==> config.mk <==
export PLATFORM = sky130hd
export DESIGN_NAME = st5_cell
export DESIGN_NICKNAME = d
export VERILOG_FILES = /design/src/hdl/st5_pkg.sv /design/src/hdl/st5_cell.sv
export SDC_FILE = /design/constraint.sdc
export NUM_CORES = 1
export LEC_CHECK = 0
export CAP_MARGIN = 20
export CELL_PAD_IN_SITES_DETAIL_PLACEMENT = 0
export CELL_PAD_IN_SITES_GLOBAL_PLACEMENT = 1
export CORE_MARGIN = 10
export CORE_UTILIZATION = 47
export DETAILED_ROUTE_END_ITERATION = 7
export DONT_BUFFER_PORTS = 1
export GPL_ROUTABILITY_DRIVEN = 0
export PLACE_DENSITY_LB_ADDON = 0.1
export SLEW_MARGIN = 10
export SYNTH_ARGS = -nofsm -noshare
export SYNTH_HDL_FRONTEND = slang
export SYNTH_SLANG_ARGS = --single-unit
==> constraint.sdc <==
create_clock -name clk -period 4.4 [get_ports clk]
set_input_delay 0 -clock clk [delete_from_list [all_inputs] [get_ports clk]]
set_output_delay 0 -clock clk [all_outputs]
set_load 0.01 [all_outputs]
==> src/hdl/st5_pkg.sv <==
// ----------------------------------------------------------------------------
// st5_pkg
// Shared constants and helpers for the top-K score selector.
// ----------------------------------------------------------------------------
package st5_pkg;

  localparam int TOP_COUNT_DEF   = 5;
  localparam int INDEX_WIDTH_DEF = 16;
  localparam int SCORE_W         = 32;
  localparam int RANK_W          = 3;
  localparam int CLASS_W         = 16;

  localparam logic FMT_FP32 = 1'b0;
  localparam logic FMT_FP16 = 1'b1;

  // Exact FP16 to FP32 widening.
  function automatic logic [31:0] half_to_single(input logic [15:0] h);
    logic [31:0] sign;
    logic [4:0]  ex;
    logic [9:0]  man;
    logic [3:0]  lz;
    logic [10:0] norm;
    logic [7:0]  e32;
    sign = {h[15], 31'd0};
    ex   = h[14:10];
    man  = h[9:0];
    lz   = 4'd0;
    for (int i = 9; i >= 0; i--) begin
      if (man[i] && lz == 4'd0) begin
        lz = 4'(10 - i);
      end
    end
    norm = {1'b0, man} << lz;
    e32  = 8'(8'd113 - {4'd0, lz});
    if (ex == 5'd0) begin
      if (man == 10'd0) begin
        half_to_single = sign;
      end else begin
        half_to_single = sign | {1'b0, e32, norm[9:0], 13'd0};
      end
    end else if (ex == 5'h1f) begin
      half_to_single = sign | 32'h7F80_0000 | {9'd0, man, 13'd0};
    end else begin
      half_to_single = sign | {1'b0, 8'({3'd0, ex} + 8'd112), man, 13'd0};
    end
  endfunction

  // Monotone unsigned key; both zeros map alike.
  function automatic logic [31:0] order_key(input logic [31:0] f);
    if (f[30:0] == 31'd0) begin
      order_key = 32'h8000_0000;
    end else if (f[31]) begin
      order_key = ~f;
    end else begin
      order_key = f | 32'h8000_0000;
    end
  endfunction

  function automatic logic is_nan(input logic [31:0] f);
    is_nan = (f[30:23] == 8'hff) && (f[22:0] != 23'd0);
  endfunction

endpackage

==> src/hdl/st5_cell.sv <==
// ----------------------------------------------------------------------------
// st5_cell
// One slot of the sorted chain: compares the passing key with its own entry
// and either keeps, replaces, or shifts in from the left neighbor.
// ----------------------------------------------------------------------------
module st5_cell #(
  parameter int INDEX_WIDTH = st5_pkg::INDEX_WIDTH_DEF
) (
  input  logic                   clk,
  input  logic                   rst,
  input  logic                   load,
  input  logic                   clear,
  input  logic [31:0]            new_score,
  input  logic [31:0]            new_key,
  input  logic [INDEX_WIDTH-1:0] new_index,
  input  logic                   left_valid,
  input  logic                   left_ins,
  input  logic [31:0]            left_score,
  input  logic [INDEX_WIDTH-1:0] left_index,
  input  logic                   left_hit,
  output logic                   own_valid,
  output logic                   own_ins,
  output logic                   own_hit,
  output logic [31:0]            score,
  output logic [INDEX_WIDTH-1:0] index
);
  logic        gt;
  logic        eq;
  logic [31:0] own_key;

  assign own_key = st5_pkg::order_key(score);
  assign eq      = own_valid && (own_key == new_key);
  assign gt      = !own_valid || (new_key > own_key);
  // insertion point is here or further left; hit anywhere blocks insert
  assign own_ins = gt;
  assign own_hit = left_hit || eq;

  always_ff @(posedge clk) begin
    if (rst || clear) begin
      own_valid <= 1'b0;
    end else if (load && !own_hit && gt) begin
      own_valid <= left_ins ? left_valid : 1'b1;
    end
    if (load) begin
      if (eq) begin
        index <= new_index;
      end else if (!own_hit && gt) begin
        if (left_ins) begin
          score <= left_score;
          index <= left_index;
        end else begin
          score <= new_score;
          index <= new_index;
        end
      end
    end
  end
endmodule

==> results.txt <==
Setup repair after global routing left no endpoint under its margin. The signal on the critical path passes through or4_1 > nor4_2 > nand4b_1 > and2_1 > ha_1 > nand4_1 > nor4_1 > and4_4 > or2b_1 > buf_12 > mux2_2 > dlygate4sd3_1. The flow ran to the end, and the final reports show no timing, DRC or antenna violations. After synthesis the cells add up to 3354 sq um.

The most numerous cell in the Yosys netlist is sky130_fd_sc_hd__edfxtp_1. Broken down by cell family, the worst path's largest delay share belongs to simple AND/OR/NAND/NOR gates. In this run, distinct cell masters in the synthesized netlist total 35. After synthesis, the cell types taking the most area are sky130_fd_sc_hd__edfxtp_1 (43%), sky130_fd_sc_hd__mux2_2 (13%), sky130_fd_sc_hd__ha_1 (12%), sky130_fd_sc_hd__xor2_1 (8.1%), sky130_fd_sc_hd__mux2_4 (4.5%).

The wire length after detailed routing came out at 10830 microns. Measured along the x axis, the die boundary spans 104.5 microns. The slew at the pin with the worst max-slew slack is 783.6 ps.

The synthesis-stage register bit count is 49. Timing would allow up to 238.4 MHz. The clock tree from TritonCTS is built. The worst-case clock skew is 8.515 ps. Yosys mapped a number of flops with a built-in enable equal to 48.

The max-slew violation total from the final report is 0. The global-route congestion overflow total is 0. The commonest cells after synthesis are sky130_fd_sc_hd__edfxtp_1 (48), sky130_fd_sc_hd__nand2_1 (39), sky130_fd_sc_hd__mux2_2 (38). Of all flip-flops after synthesis, the portion carrying an async set or reset was 0. During synthesis, Yosys emitted a total of 0 warnings. The area of the placeable core is 6869 sq um.

The analysis attributes to cell leakage a power of 1.843 nW. The number of input and output port buffers inserted is 0. The classification of the worst setup path is reg2reg. The number of global-route vias before repair is 2728. The area of the multi-input gates came out at 1821 sq um. STA classifies the critical path endpoint as a register.

The initial utilization of the core area, before any placement, comes to 0.4883. The sequential cell area fraction in the yosys report came out at 0.4357. The maximum root-to-sink buffer count is 2. The number of nets in the synthesized netlist came out at 448. The largest net degree at the start of global routing came out at 35. Synthesis produced 281 cells. The overall die area came out at 10920 sq um. The average via count per standard cell came out at 5.320. Summed over all instances, the cell type with the most area after synthesis is sky130_fd_sc_hd__edfxtp_1. The number of instances in the placed design is 368. CTS placed an instance of sky130_fd_sc_hd__clkbuf_8 at the clock tree root. The clock insertion delay at the later pin of the skew report came out at 300 ps.

The die height is 104.5 microns. The number of violations reported at the end of detailed-routing iteration 0 is 64. The floorplan has 30 rows. At the worst endpoint, the arrival time is 4250 ps.

The clock period minus worst slack came out at 4195 ps. Max-cap violations in this run came to 0. The number of fill cells in the layout is 521. The average wire per cell in the routed design came out at 22.80 microns.

The share of the synthesized area in the top cell type is 0.4297. In the global route stage, overall resource usage came out at 0.1885. The via total after detailed routing came out at 2527. The category of the worst setup path launch point is a register.

The most used flip-flop cell after synthesis is sky130_fd_sc_hd__edfxtp_1. The length of the first detailed-routing pass in iterations is 4. The total count of hold-check failures in the final report came to 0. The mean instance size in the synthesized netlist is 11.94 sq um. The worst vdd rail ir drop came out at 0.1829 mV. The classification of the worst-slack hold path is in2out.

The total DRC errors in the routed layout came out at 0. The number of diodes added for antenna fixing is 0. The number of sinks handled by clock tree synthesis came out at 49. Power spread over the standard cell area amounts to 244.4 nW/um^2. The first-pass GRT wire length came out at 15960 microns.

The final setup violation count came out at 0. The clock input transition at the sequential cells of the worst setup and hold paths came out at 90 ps. The required time at the worst-slack endpoint came out at 4450 ps.

The slowest stage of the critical path is the sky130_fd_sc_hd__or4_1 cell. The share of the cycle needed by the critical path after routing is 0.9533. The boundary pin count came out at 186. Compared with the post-synthesis result, the final layout area differs by 35.73%.

The final antenna-violating net count is 0. The fraction of final layout cells sized beyond drive strength 1 is 0.1662. The remaining max-slew budget at the tightest pin came out at 0.4776.

The number of setup buffers added after CTS is 0. The number of clock buffers inserted by TritonCTS is 5. In the final layout, flip-flops and latches occupy 1461 sq um. After routing, the total negative slack on setup checks comes to 0 ps.

The number of H-tree levels is 2. In this run the worst path has a maximum fanout of 16. Counting both buffers and inverters, the worst setup path holds a total of 2. The count of placed standard cells in the final layout, fillers left out came out at 475. The initial antenna violation count is 0. After legalization and detailed placement, the total HPWL measured 7867 microns. The net total in the final layout is 545. Total power for the finished layout comes to 1.113 mW. The delay of the slowest cell on the worst path is 580 ps.
## logic make-up after synthesis
logic type	synth area share
AOI/OAI and AO/OA	0.04588
xor gates and xnor gates	0.08094
adders and majority gates	0.1194
buffers and inverters	0.02611
DFF	0.4357
muxes	0.1753
and+or+nand+nor	0.1167
## where the power goes
group	internal [mW]	switching [mW]	total (mW)
Combinational	0.165	0.107	0.272
Sequential	0.545	0.0363	0.581
Clock	0.110	0.150	0.260
## final cells by class
cell class	count	area share
Clock buffer	5	0.01511
Clock inverter	3	0.003847
Inverter	4	0.003298
Multi-Input combinational cell	215	0.3998
Sequential cell	49	0.3210
Tap cell	96	0.02638
Timing Repair Buffer	103	0.2306
## per-stage QoR
step	setup WS [ps]	utilization	instance area (sq um)	hold WS, ps
3_3_place_gp	390.4	0.5015	3445	131.1
4_1_cts	10.55	0.6583	4522	137.0
6_report	205.3	0.6628	4553	135.6
2_1_floorplan	654.5	-	3354	113.2
5_1_grt	1.909	0.6628	4553	152.5
3_5_place_dp	339.0	0.5015	3445	137.3
## cell usage in the layout (no fill, tap or decap), drive strengths merged, types with 3 or more instances in the layout
cell,instances
a21oi,14
buf,4
clkbuf,5
clkinv,3
dlygate4sd3,99
edfxtp,48
ha,32
inv,4
mux2,48
nand2,39
nand2b,3
nand3,3
nand4,8
nor2,6
nor4,9
o21ai,5
xor2,31
## final timing paths
| kind | cells past startpoint | slack [ps] | to | startpoint |
|---|---|---|---|---|
| setup / recovery | 12 | 210 | index[3] | score[19] |
| hold / removal | 2 | 140 | own_hit | left_hit |
| setup reg to reg | 12 | 210 | index[3] | score[19] |
| hold reg to reg | 3 | 1150 | own_valid | own_valid |
## state kept, by name (all words and copies together) (netlist names)
register   cells
score         32
own_valid      1
index         16
## routing by layer
layer	GRT usage	up-vias	routed length, microns
met3	0.08116	12	979
met1	0.2025	1169	4251
met5	0	-	0
met4	0.06461	0	184
li1	-	1231	-
met2	0.3227	115	5416
## repair_timing
item | 4_1_cts | 5_1_grt
hold buffers | 99 | 0
resized for setup | 0 | 6
endpoints found under the setup margin | 0 | 15
hold endpoints to repair | 49 | 0
Power figures use the tool's default switching activity.
